**src/rtl/core/mic_pkg.sv**
```systemverilog
// ----------------------------------------------------------------------------
// mic_pkg
// Types and constants of the mandatory information element checker.
// ----------------------------------------------------------------------------
package mic_pkg;

	localparam int unsigned ELEM_HDR_BYTES = 2;
	localparam int unsigned NUM_RULES      = 3;

	// Element rules: bit 0 SSID, bit 1 supported rates, bit 2 DS parameter set
	localparam logic [NUM_RULES-1:0][7:0] RULE_ID  = {8'd3, 8'd1, 8'd0};
	localparam logic [NUM_RULES-1:0][7:0] RULE_MIN = {8'd1, 8'd1, 8'd0};
	localparam logic [NUM_RULES-1:0][7:0] RULE_MAX = {8'd255, 8'd255, 8'd32};

	localparam logic [15:0] POS_LIMIT   = 16'hFFFF;
	localparam logic [16:0] START_LIMIT = 17'h1FFFF;

	typedef struct packed {
		logic frame_accepted;
		logic ssid_present;
		logic rates_present;
		logic ds_present;
	} result_t;

endpackage

```
**src/rtl/core/mic_in_if.sv**
```systemverilog
// ----------------------------------------------------------------------------
// mic_in_if
// Byte stream channel carrying frame bytes and the end-of-frame marker.
// ----------------------------------------------------------------------------
interface mic_in_if;
	logic       valid;
	logic       ready;
	logic [7:0] frame_byte;
	logic       frame_end;

	modport source (output valid, output frame_byte, output frame_end, input ready);
	modport sink   (input valid, input frame_byte, input frame_end, output ready);
endinterface

```
**src/rtl/core/mic_out_if.sv**
```systemverilog
// ----------------------------------------------------------------------------
// mic_out_if
// Result channel carrying the per-frame verdict and element flags.
// ----------------------------------------------------------------------------
interface mic_out_if;
	logic valid;
	logic ready;
	logic frame_accepted;
	logic ssid_present;
	logic rates_present;
	logic ds_present;

	modport source (output valid, output frame_accepted, output ssid_present,
		output rates_present, output ds_present, input ready);
	modport sink   (input valid, input frame_accepted, input ssid_present,
		input rates_present, input ds_present, output ready);
endinterface

```
**src/rtl/core/mandatory_ie_checker_unit.sv**
```systemverilog
// ----------------------------------------------------------------------------
// mandatory_ie_checker_unit
// Checks a scanned 802.11 management frame for SSID, rates and DS elements.
// ----------------------------------------------------------------------------
// Usage:
//   in_ch carries one frame byte per beat; frame_end marks the last byte.
//   out_ch carries one result beat per frame: the three element flags and
//   frame_accepted, which is high when all three were found.
//   Result path: the beat with frame_end is taken into the input register,
//   then loaded into the result register once that register is free or
//   its beat is being taken.
//   Throughput: one byte per cycle while no closing byte is held (see Stalls).
//   The parse state is updated once per byte, so bytes may follow back to
//   back, also across frame boundaries.
//   Stalls: a pending result sits in the output register while bytes keep
//   flowing; in_ch.ready only drops when a second closing byte reaches the
//   input register before the first result has been taken.
//   Reset: arst_n clears the valid bits of both registers and the parse state;
//   the payloads are not reset. The first byte after reset starts a fresh frame.
// ----------------------------------------------------------------------------
module mandatory_ie_checker_unit import mic_pkg::*; #(
	parameter int unsigned LENGTH_FIELD_OFFSET = 4,
	parameter int unsigned HEADER_LENGTH       = 12,
	parameter int unsigned BODY_OFFSET         = 36
) (
	input  logic      clk,
	input  logic      arst_n,
	mic_in_if.sink    in_ch,
	mic_out_if.source out_ch
);

	// input register
	logic       valid_s1;
	logic [7:0] byte_s1;
	logic       end_s1;

	// result register
	logic       out_valid_q;
	result_t    out_res_q;

	result_t    walk_res;
	logic       advance;

	// Hold the byte in s1 only when it closes a frame and the result
	// register is still occupied by an untaken beat.
	assign advance     = valid_s1 && !(end_s1 && out_valid_q && !out_ch.ready);
	assign in_ch.ready = !valid_s1 || advance;

	mic_ie_walker #(
		.LENGTH_FIELD_OFFSET (LENGTH_FIELD_OFFSET),
		.HEADER_LENGTH       (HEADER_LENGTH),
		.BODY_OFFSET         (BODY_OFFSET)
	) u_walker (
		.clk        (clk),
		.arst_n     (arst_n),
		.step       (advance),
		.frame_byte (byte_s1),
		.frame_end  (end_s1),
		.res        (walk_res)
	);

	always_ff @(posedge clk or negedge arst_n) begin
		if (!arst_n) begin
			valid_s1 <= 1'b0;
		end else if (in_ch.ready) begin
			valid_s1 <= in_ch.valid;
		end
	end

	// payload needs no reset
	always_ff @(posedge clk) begin
		if (in_ch.ready && in_ch.valid) begin
			byte_s1 <= in_ch.frame_byte;
			end_s1  <= in_ch.frame_end;
		end
	end

	always_ff @(posedge clk or negedge arst_n) begin
		if (!arst_n) begin
			out_valid_q <= 1'b0;
		end else if (advance && end_s1) begin
			out_valid_q <= 1'b1;
		end else if (out_ch.ready) begin
			out_valid_q <= 1'b0;
		end
	end

	always_ff @(posedge clk) begin
		if (advance && end_s1) begin
			out_res_q <= walk_res;
		end
	end

	assign out_ch.valid          = out_valid_q;
	assign out_ch.frame_accepted = out_res_q.frame_accepted;
	assign out_ch.ssid_present   = out_res_q.ssid_present;
	assign out_ch.rates_present  = out_res_q.rates_present;
	assign out_ch.ds_present     = out_res_q.ds_present;

endmodule

```
**src/rtl/core/mic_ie_walker.sv**
```systemverilog
// ----------------------------------------------------------------------------
// mic_ie_walker
// Per-frame parse state: length word capture, element walk, found flags.
// ----------------------------------------------------------------------------
module mic_ie_walker import mic_pkg::*; #(
	parameter int unsigned LENGTH_FIELD_OFFSET = 4,
	parameter int unsigned HEADER_LENGTH       = 12,
	parameter int unsigned BODY_OFFSET         = 36
) (
	input  logic       clk,
	input  logic       arst_n,
	input  logic       step,
	input  logic [7:0] frame_byte,
	input  logic       frame_end,
	output result_t    res
);

	localparam logic [16:0] LFO_START  = 17'(LENGTH_FIELD_OFFSET);
	localparam logic [16:0] LFO_END    = 17'(LENGTH_FIELD_OFFSET) + 17'd4;
	localparam logic [15:0] LFO_LOW    = 16'(LENGTH_FIELD_OFFSET);
	localparam logic [15:0] HDR_LEN    = 16'(HEADER_LENGTH);
	localparam logic [16:0] BODY_START = 17'(BODY_OFFSET);

	logic [15:0] pos_q;
	logic [15:0] len_q;       // only the low half of the length word matters
	logic [15:0] decl_q;
	logic [16:0] nes_q;
	logic [7:0]  id_q;
	logic        counts_q;
	logic [2:0]  flags_q;

	logic        active;
	logic        in_len;
	logic [1:0]  lane;
	logic [15:0] len_nxt;
	logic [15:0] decl_cur;
	logic        at_start;
	logic        at_len;
	logic [17:0] nes_sum;
	logic [16:0] nes_nxt;
	logic [2:0]  hit;
	logic [2:0]  flags_nxt;

	always_comb begin
		active = (pos_q != POS_LIMIT);
		in_len = ({1'b0, pos_q} >= LFO_START) && ({1'b0, pos_q} < LFO_END);
		lane   = 2'(pos_q - LFO_LOW);
		len_nxt = len_q;
		case (lane)
			2'd0:    len_nxt[7:0]  = frame_byte;
			2'd1:    len_nxt[15:8] = frame_byte;
			default: len_nxt       = len_q;
		endcase
		decl_cur = (in_len) ? (len_nxt + HDR_LEN) : decl_q;

		at_start = ({1'b0, pos_q} == nes_q);
		at_len   = (nes_q != START_LIMIT) && ({1'b0, pos_q} == nes_q + 17'd1);

		nes_sum = 18'(nes_q) + 18'(frame_byte) + 18'(ELEM_HDR_BYTES);
		nes_nxt = (nes_sum > 18'(START_LIMIT)) ? START_LIMIT : nes_sum[16:0];

		for (int r = 0; r < NUM_RULES; r++) begin
			hit[r] = (id_q == RULE_ID[r]) && (frame_byte >= RULE_MIN[r]) &&
				(frame_byte <= RULE_MAX[r]);
		end

		flags_nxt = flags_q;
		if (active && !at_start && at_len && counts_q)
			flags_nxt = flags_q | hit;

		res.ssid_present   = flags_nxt[0];
		res.rates_present  = flags_nxt[1];
		res.ds_present     = flags_nxt[2];
		res.frame_accepted = &flags_nxt;
	end

	always_ff @(posedge clk or negedge arst_n) begin
		if (!arst_n) begin
			pos_q    <= '0;
			len_q    <= '0;
			decl_q   <= '0;
			nes_q    <= BODY_START;
			id_q     <= '0;
			counts_q <= 1'b0;
			flags_q  <= '0;
		end else if (step) begin
			if (frame_end) begin
				// close the frame: back to the reset state
				pos_q    <= '0;
				len_q    <= '0;
				decl_q   <= '0;
				nes_q    <= BODY_START;
				id_q     <= '0;
				counts_q <= 1'b0;
				flags_q  <= '0;
			end else if (active) begin
				pos_q   <= pos_q + 16'd1;
				flags_q <= flags_nxt;
				if (in_len) begin
					len_q  <= len_nxt;
					decl_q <= decl_cur;
				end
				if (at_start) begin
					id_q     <= frame_byte;
					counts_q <= (pos_q < decl_cur);
				end else if (at_len) begin
					nes_q    <= nes_nxt;
					counts_q <= 1'b0;
				end
			end
		end
	end

endmodule

```
**src/flat_wrapper.sv**
```systemverilog
// flat-port wrapper written by rule: the top's interface ports become plain ports
module mandatory_ie_checker_unit_flat import mic_pkg::*;
#(
	parameter int unsigned LENGTH_FIELD_OFFSET = 4,
	parameter int unsigned HEADER_LENGTH       = 12,
	parameter int unsigned BODY_OFFSET         = 36
)
  (clk, arst_n, in_ch_valid, in_ch_frame_byte, in_ch_frame_end, in_ch_ready, out_ch_valid, out_ch_frame_accepted, out_ch_ssid_present, out_ch_rates_present, out_ch_ds_present, out_ch_ready);
  mic_in_if in_ch_i ();
  mic_out_if out_ch_i ();
  input  logic clk;
  input  logic arst_n;
  input wire logic [$bits(in_ch_i.valid)-1:0] in_ch_valid;
  input wire logic [$bits(in_ch_i.frame_byte)-1:0] in_ch_frame_byte;
  input wire logic [$bits(in_ch_i.frame_end)-1:0] in_ch_frame_end;
  output wire logic [$bits(in_ch_i.ready)-1:0] in_ch_ready;
  output wire logic [$bits(out_ch_i.valid)-1:0] out_ch_valid;
  output wire logic [$bits(out_ch_i.frame_accepted)-1:0] out_ch_frame_accepted;
  output wire logic [$bits(out_ch_i.ssid_present)-1:0] out_ch_ssid_present;
  output wire logic [$bits(out_ch_i.rates_present)-1:0] out_ch_rates_present;
  output wire logic [$bits(out_ch_i.ds_present)-1:0] out_ch_ds_present;
  input wire logic [$bits(out_ch_i.ready)-1:0] out_ch_ready;
  assign in_ch_i.valid = in_ch_valid;
  assign in_ch_i.frame_byte = in_ch_frame_byte;
  assign in_ch_i.frame_end = in_ch_frame_end;
  assign in_ch_ready = in_ch_i.ready;
  assign out_ch_valid = out_ch_i.valid;
  assign out_ch_frame_accepted = out_ch_i.frame_accepted;
  assign out_ch_ssid_present = out_ch_i.ssid_present;
  assign out_ch_rates_present = out_ch_i.rates_present;
  assign out_ch_ds_present = out_ch_i.ds_present;
  assign out_ch_i.ready = out_ch_ready;
  mandatory_ie_checker_unit #(.LENGTH_FIELD_OFFSET(LENGTH_FIELD_OFFSET), .HEADER_LENGTH(HEADER_LENGTH), .BODY_OFFSET(BODY_OFFSET)) u_core (.clk(clk), .arst_n(arst_n), .in_ch(in_ch_i), .out_ch(out_ch_i));
endmodule
```
**config.mk**
```make
export PLATFORM = sky130hd
export DESIGN_NAME = mandatory_ie_checker_unit_flat
export DESIGN_NICKNAME = d
export VERILOG_FILES = /design/src/rtl/core/mic_pkg.sv /design/src/rtl/core/mic_in_if.sv /design/src/rtl/core/mic_out_if.sv /design/src/rtl/core/mandatory_ie_checker_unit.sv /design/src/rtl/core/mic_ie_walker.sv /design/src/flat_wrapper.sv
export SDC_FILE = /design/constraint.sdc
export NUM_CORES = 1
export LEC_CHECK = 0
export ABC_AREA = 1
export BUFFER_PORTS_ARGS = -buffer_cell sky130_fd_sc_hd__buf_4
export CORE_ASPECT_RATIO = 0.75
export CORE_UTILIZATION = 30
export DETAILED_ROUTE_END_ITERATION = 16
export PLACE_DENSITY = 0.56
export SYNTH_ARGS = -nofsm -noshare
export SYNTH_HDL_FRONTEND = slang
export SYNTH_SLANG_ARGS = --single-unit
```
**constraint.sdc**
```tcl
create_clock -name clk -period 3.7 [get_ports clk]
set_clock_uncertainty 0.15 [all_clocks]
set_input_delay 0.37 -clock clk [delete_from_list [all_inputs] [get_ports clk]]
set_output_delay 0.37 -clock clk [all_outputs]
set_load 0.02 [all_outputs]
```
==> impl_metrics.py, run 1 <==
metrics = {
    "logic_synthesis": {
        "synth.avg_cell_area_um2": 7.26,
        "synth_async_sr_flop_share_pct": 85.9,
        "synthTopCellsByCount": "218 x nand2_1, 131 x inv_1, 77 x dfrtp_1",
        "netlist.area_leader.share_pct": 30.3,
        "synth_cells": 877,
        "synth_cell_types": 44,
        "seq_area_frac_synth_pct": 37.2,
        "synth_edf_count": 13,
        "yosysTopAreaCell": "dfrtp_1",
        "yosysMostFrequentCell": "nand2_1",
        "syn_area_um2": 6360,
        "yosysWarningCount": 0,
        "synth_seq_cells": 92,
        "synth_area_leaders": "dfrtp_1 30%, nand2_1 13%, inv_1 7.7%",
        "synth_flop_cell": "dfrtp_1",
        "syn-num-nets": 928,
    },
    "sta": {
        "hold_viol_final": 8,
        "fin_crit_ps": 3370,
        "holdWs_ps": -19.3,
        "worstMarginPinSlew_ps": 911,
        "maxSlewViolCount": 0,
        "post-route-period-util_pct": 91.0,
        "max_freq_mhz": 297,
        "finalSetupViolations": 0,
        "fin_ws_ps": 331,
        "slew_headroom_pct": 39.3,
    },
    "die": {
        "die_x_um": 170,
        "dieArea_um2": 21800,
        "io_pins": 19,
        "die_h_um": 128,
        "rows": 45,
        "initial_core_util_pct": 31.1,
        "coreArea_um2": 20500,
    },
    "critical_path": {
        "cp_slowest_cell": "o21ai_0",
        "critPathMostFrequentCell": "nand2_1",
        "crit_arrival_ps": 3510,
        "crit_chain": "inv_1, ha_4, buf_4, nand2_1, o21ai_1, nand2_1, nor2_1, nand2_2, o21ai_0, o21a_1, ha_1, a21oi_1, nor2_1, a211oi_1, o22ai_1, nor3_1, nand2_1, nand2_1",
        "worstPathMaxFanout": 9,
        "crit_type": "reg -> reg",
        "reg2reg_slack_ps": 330,
        "rr_worst_depth": 18,
        "cp.required_ps": 3850,
        "max_stage_delay_ps": 400,
        "rr_endpoint": "u_core.u_walker.counts_q$_DFFE_PN0P_",
        "critPathLaunchType": "flip-flop",
        "end_kind": "flip-flop",
        "r2r-start": "u_core.u_walker.pos_q[1]$_DFFE_PN0P_",
        "path_buf_inv": 2,
        "crit_family": "compound AO/OA/AOI/OAI gates",
    },
    "global_route": {
        "grt_use_total_pct": 18.4,
        "grt-ovfl-total": 0,
        "grt_start_max_net_pins": 67,
        "grt_pass1_vias": 5342,
        "antenna_found_initial": 0,
        "grt_pass1_wl_um": 30400,
    },
    "clock_tree": {
        "cts_tree": "built",
        "h-tree-depth": 3,
        "insertion_delay_ps": 360,
        "post_cts_buffers": 0,
        "cts_inserted_buffers": 9,
        "cts.sinks": 92,
        "clk_pin_slew_ps": 80,
        "clockBufferDepth": 2,
        "clock-root-buffer": "clkbuf_16",
    },
    "drt": {
        "routed_via_density": 4.94,
        "drt-pass1-iter-count": 6,
        "wl_per_cell_um": 15.7,
        "drcViolationCount": 0,
        "ant_nets": 0,
        "drtIter0Drc": 578,
        "vias": 5909,
        "wirelength_um": 18800,
    },
    "run_status": {
        "violations": "hold timing",
        "status": "finished with violations",
    },
    "flow_run": {
        "maxCapViolCount": 0,
    },
    "placement": {
        "dp_worst_setup_slack_ps": 252,
        "portBuffers": 18,
        "routabilityCongestion": 0.873,
        "dpl.hpwl_um": 14400,
    },
    "layout": {
        "antenna_cells": 0,
        "nNetsFinal": 959,
        "final_layout_size_suffix_gt1_share_pct": 10.3,
        "area_delta_synth_final_pct": 13.8,
    },
    "pwr": {
        "power_density_nw_per_um2": 457,
        "p_leak_nw": 3.44,
        "ir_drop_mv": 0.267,
    },
    "min_path": {
        "hold_class": "in -> async",
    },
}
how the worst max path moves through the flow:
stage / start / to / slack (ps) / cells past startpoint
after global placement: u_core.u_walker.pos_q[1]$_DFFE_PN0P_ / u_core.u_walker.counts_q$_DFFE_PN0P_ / 290 / 21
after floorplan: u_core.u_walker.pos_q[0]$_DFFE_PN0P_ / u_core.u_walker.counts_q$_DFFE_PN0P_ / 650 / 19
after detailed placement: u_core.u_walker.pos_q[1]$_DFFE_PN0P_ / u_core.u_walker.counts_q$_DFFE_PN0P_ / 250 / 19
after CTS: u_core.u_walker.pos_q[1]$_DFFE_PN0P_ / u_core.u_walker.counts_q$_DFFE_PN0P_ / 230 / 19
final: u_core.u_walker.pos_q[1]$_DFFE_PN0P_ / u_core.u_walker.counts_q$_DFFE_PN0P_ / 330 / 18
after global routing: u_core.u_walker.pos_q[0]$_DFFE_PN0P_ / u_core.u_walker.counts_q$_DFFE_PN0P_ / -4 / 21
repair_timing:
action / in CTS / in global routing
setup endpoints to repair: 0 / 1
resized for setup: 0 / 5
hold endpoints to repair: 0 / 0
hold buffers: 0 / 0
final cells by class:
cell class	instances	area, um2
Clock inverter	6	78.8
Timing Repair Buffer	42	315
Clock buffer	10	229
Fill cell	2190	13300
Sequential cell	92	2370
Tap cell	282	353
Inverter	135	507
Multi-Input combinational cell	628	3390
cell families after synthesis:
logic type,share of synthesized area [%]
buf+inv,9.79
xor+xnor,2.87
simple gates,28.6
compound gates,13.9
fa+ha+maj,7.59
flops,37.2
per-stage QoR:
| stage | total power [mW] | TNS [ps] | std cells | utilization, % | cell area, um2 |
|---|---|---|---|---|---|
| 6_report | 3.31 | 0 | 1195 | 35.3 | 7240 |
| 3_3_place_gp | 2.30 | 0 | 1179 | 33.7 | 6920 |
| 2_1_floorplan | 1.97 | 0 | 877 | - | 6360 |
| 5_1_grt | 3.53 | -4.31 | 1195 | 35.3 | 7240 |
| 4_1_cts | 3.31 | 0 | 1195 | 35.2 | 7220 |
| 3_5_place_dp | 2.30 | 0 | 1179 | 33.7 | 6920 |
report_power, final:
group,internal (mW),switching [mW],total (mW)
registers,1.14,0.0901,1.23
clock network,0.540,0.453,0.993
logic,0.363,0.728,1.09
metal layers:
layer  vias to the layer above  GRT usage [%]  routed length, um
li1                       2936              -                  -
met1                      2747           29.0               9930
met2                       212           24.4               7100
met3                        14           4.23               1580
met4                         0           4.35                198
met5                         -              0                  0
state kept, by name, indices dropped and copies added, names as in the netlist:
| name | flops |
|---|---|
| u_core.u_walker.id_q | 8 |
| u_core.u_walker.pos_q | 16 |
| u_core.u_walker.decl_q | 16 |
| u_core.u_walker.nes_q | 17 |
| u_core.end_s1 | 1 |
| u_core.out_ch.ds_present | 1 |
| u_core.u_walker.flags_q | 3 |
| u_core.out_ch.ssid_present | 1 |
| u_core.out_ch.rates_present | 1 |
| u_core.byte_s1 | 8 |
| u_core.out_ch.frame_accepted | 1 |
| u_core.valid_s1 | 1 |
| u_core.out_ch.valid | 1 |
| u_core.u_walker.len_q | 16 |
| u_core.u_walker.counts_q | 1 |
layout by cell type, fill, tap and decap left out, drive strengths merged, types with 16 or more instances in the layout:
cell	Yosys	routed
a21oi	32	32
nor3	16	16
nand2	225	225
nor2	81	81
o22ai	18	18
ha	37	37
buf	14	42
dfrtp	77	77
inv	135	138
nand3	64	64
o21ai	85	85
Power figures use the tool's default switching activity.
==> run 2, diff against run 1 <==
- CORE_ASPECT_RATIO: 0.75 -> default
==> impl_metrics.py, run 2 (synthesis gave the netlist of run 1 again) <==
metrics = {
    "global_route": {
        "grt_pass1_vias": 5539,
        "grt_use_total_pct": 17.3,
        "grt-ovfl-total": 0,
        "antenna_found_initial": 0,
        "grt_start_max_net_pins": 63,
        "grt_pass1_wl_um": 29500,
    },
    "clock_tree": {
        "hold_buffers": 0,
        "postCtsResizedCells": 0,
        "cts_tree": "built",
        "clk_pin_slew_ps": 70,
        "clockBufferDepth": 2,
        "cts.sinks": 92,
        "insertion_delay_ps": 360,
        "h-tree-depth": 3,
        "clock-root-buffer": "clkbuf_16",
        "cts_inserted_buffers": 9,
        "post_cts_buffers": 0,
    },
    "die": {
        "die_h_um": 148,
        "initial_core_util_pct": 31.1,
        "io_pins": 19,
        "dieArea_um2": 21800,
        "rows": 52,
        "coreArea_um2": 20500,
        "die_x_um": 148,
    },
    "drt": {
        "drcViolationCount": 0,
        "wirelength_um": 18100,
        "drtIter0Drc": 304,
        "vias": 5730,
        "ant_nets": 0,
        "top_layer_used": "met4",
        "wl_met2_um": 8550,
        "routed_via_density": 4.86,
        "wl_met3_um": 538,
        "drt-pass1-iter-count": 5,
        "wl_per_cell_um": 15.3,
        "wl_met1_um": 8840,
    },
    "sta": {
        "max_freq_mhz": 301,
        "post-route-period-util_pct": 89.8,
        "tns_ps": 0,
        "fin_crit_ps": 3320,
        "worstMarginPinSlew_ps": 883,
        "finalSetupViolations": 0,
        "maxSlewViolCount": 0,
        "slew_headroom_pct": 41.2,
        "hold_viol_final": 18,
        "holdWs_ps": -10.5,
    },
    "pwr": {
        "p_total_mw": 3.21,
        "p_leak_nw": 3.42,
        "power_density_nw_per_um2": 447,
        "ir_drop_mv": 0.254,
    },
    "critical_path": {
        "crit_family": "simple AND/OR/NAND/NOR gates",
        "worstPathMaxFanout": 9,
        "crit_arrival_ps": 3420,
        "crit_chain": "inv_1, ha_2, buf_4, nand2_1, o21ai_1, inv_2, a21oi_2, nand2_2, nor2_4, nand2_1, nor2_2, nand2_2, xnor2_2, nand2_1, o21ai_0, ha_1, nand4_1, o22ai_1, nor3_1, nand2_1, nand2_1",
        "crit_type": "reg -> reg",
        "critPathMostFrequentCell": "nand2_1",
        "cp_num_cells": 21,
        "reg2reg_slack_ps": 380,
        "rr_worst_depth": 21,
        "cp_slowest_cell": "dfrtp_1",
        "max_stage_delay_ps": 380,
        "cp.required_ps": 3790,
        "critPathLaunchType": "flip-flop",
        "path_buf_inv": 3,
        "end_kind": "flip-flop",
    },
    "layout": {
        "top_register": "u_core.u_walker.nes_q",
        "antenna_cells": 0,
        "fin_cells": 1179,
        "nNetsFinal": 955,
        "final_common_cell": "nand2_1",
        "largest_register_ffs": 17,
        "mostFrequentLayoutCells": "218 x nand2_1, 131 x inv_1, 77 x dfrtp_1",
        "final_layout_size_suffix_gt1_share_pct": 9.90,
        "area_delta_synth_final_pct": 12.8,
    },
    "flow_run": {
        "maxCapViolCount": 0,
    },
    "placement": {
        "portBuffers": 18,
        "placed_cells": 1163,
        "dpl.hpwl_um": 13900,
        "routabilityCongestion": 0.900,
    },
    "run_status": {
        "violations": "hold timing",
        "status": "finished with violations",
    },
    "min_path": {
        "hold_class": "in -> async",
    },
}
[run 2: cell count changes in the layout (fill, tap and decap cells not counted), sizes merged]
cell / previous run / this run
clkinv: 2 / 3
clkbuf: 10 / 9
bufinv: 1 / 0
inv: 138 / 139
buf: 42 / 38
[run 2: final cells by class]
type / count / area [um2]
Timing Repair Buffer: 38 / 285
Tap cell: 270 / 338
Inverter: 135 / 507
Clock inverter: 7 / 78.8
Fill cell: 2215 / 13300
Clock buffer: 9 / 225
Multi-Input combinational cell: 628 / 3380
Sequential cell: 92 / 2370
[run 2: power by group]
part / internal [mW] / total (mW) / switching (mW)
clock: 0.481 / 0.948 / 0.467
combinational: 0.352 / 1.04 / 0.685
sequential: 1.13 / 1.23 / 0.0910
total: 1.97 / 3.21 / 1.24
[run 2: worst paths after layout]
check / from / endpoint
worst max-delay path: u_core.u_walker.pos_q[1]$_DFFE_PN0P_ / u_core.u_walker.counts_q$_DFFE_PN0P_
worst min-delay path: arst_n / u_core.u_walker.pos_q[9]$_DFFE_PN0P_
worst max register to register: u_core.u_walker.pos_q[1]$_DFFE_PN0P_ / u_core.u_walker.counts_q$_DFFE_PN0P_
worst min register to register: u_core.u_walker.decl_q[6]$_DFFE_PN0P_ / u_core.u_walker.decl_q[6]$_DFFE_PN0P_
max in group asynchronous: arst_n / u_core.u_walker.len_q[0]$_DFFE_PN0P_
min in group clk: in_ch_frame_byte[1] / u_core.byte_s1[1]$_DFFE_PP_
[run 2: metal layers]
metal | global-route usage [%] | up-vias
met3 | 2.62 | 10
met4 | 3.45 | 0
met1 | 23.5 | 2692
li1 | - | 2933
met2 | 29.2 | 95
met5 | 0 | -
[run 2: per-stage QoR]
| stage | utilization (%) | cell area, um2 | hold WS (ps) | setup slack, ps |
|---|---|---|---|---|
| 4_1_cts | 35.0 | 7170 | 26.1 | 297 |
| 5_1_grt | 35.0 | 7180 | 22.3 | -20.4 |
| 3_3_place_gp | 33.5 | 6870 | 313 | 359 |
| 2_1_floorplan | - | 6360 | -75.6 | 652 |
| 3_5_place_dp | 33.5 | 6870 | 318 | 332 |
| 6_report | 35.0 | 7180 | -10.5 | 377 |
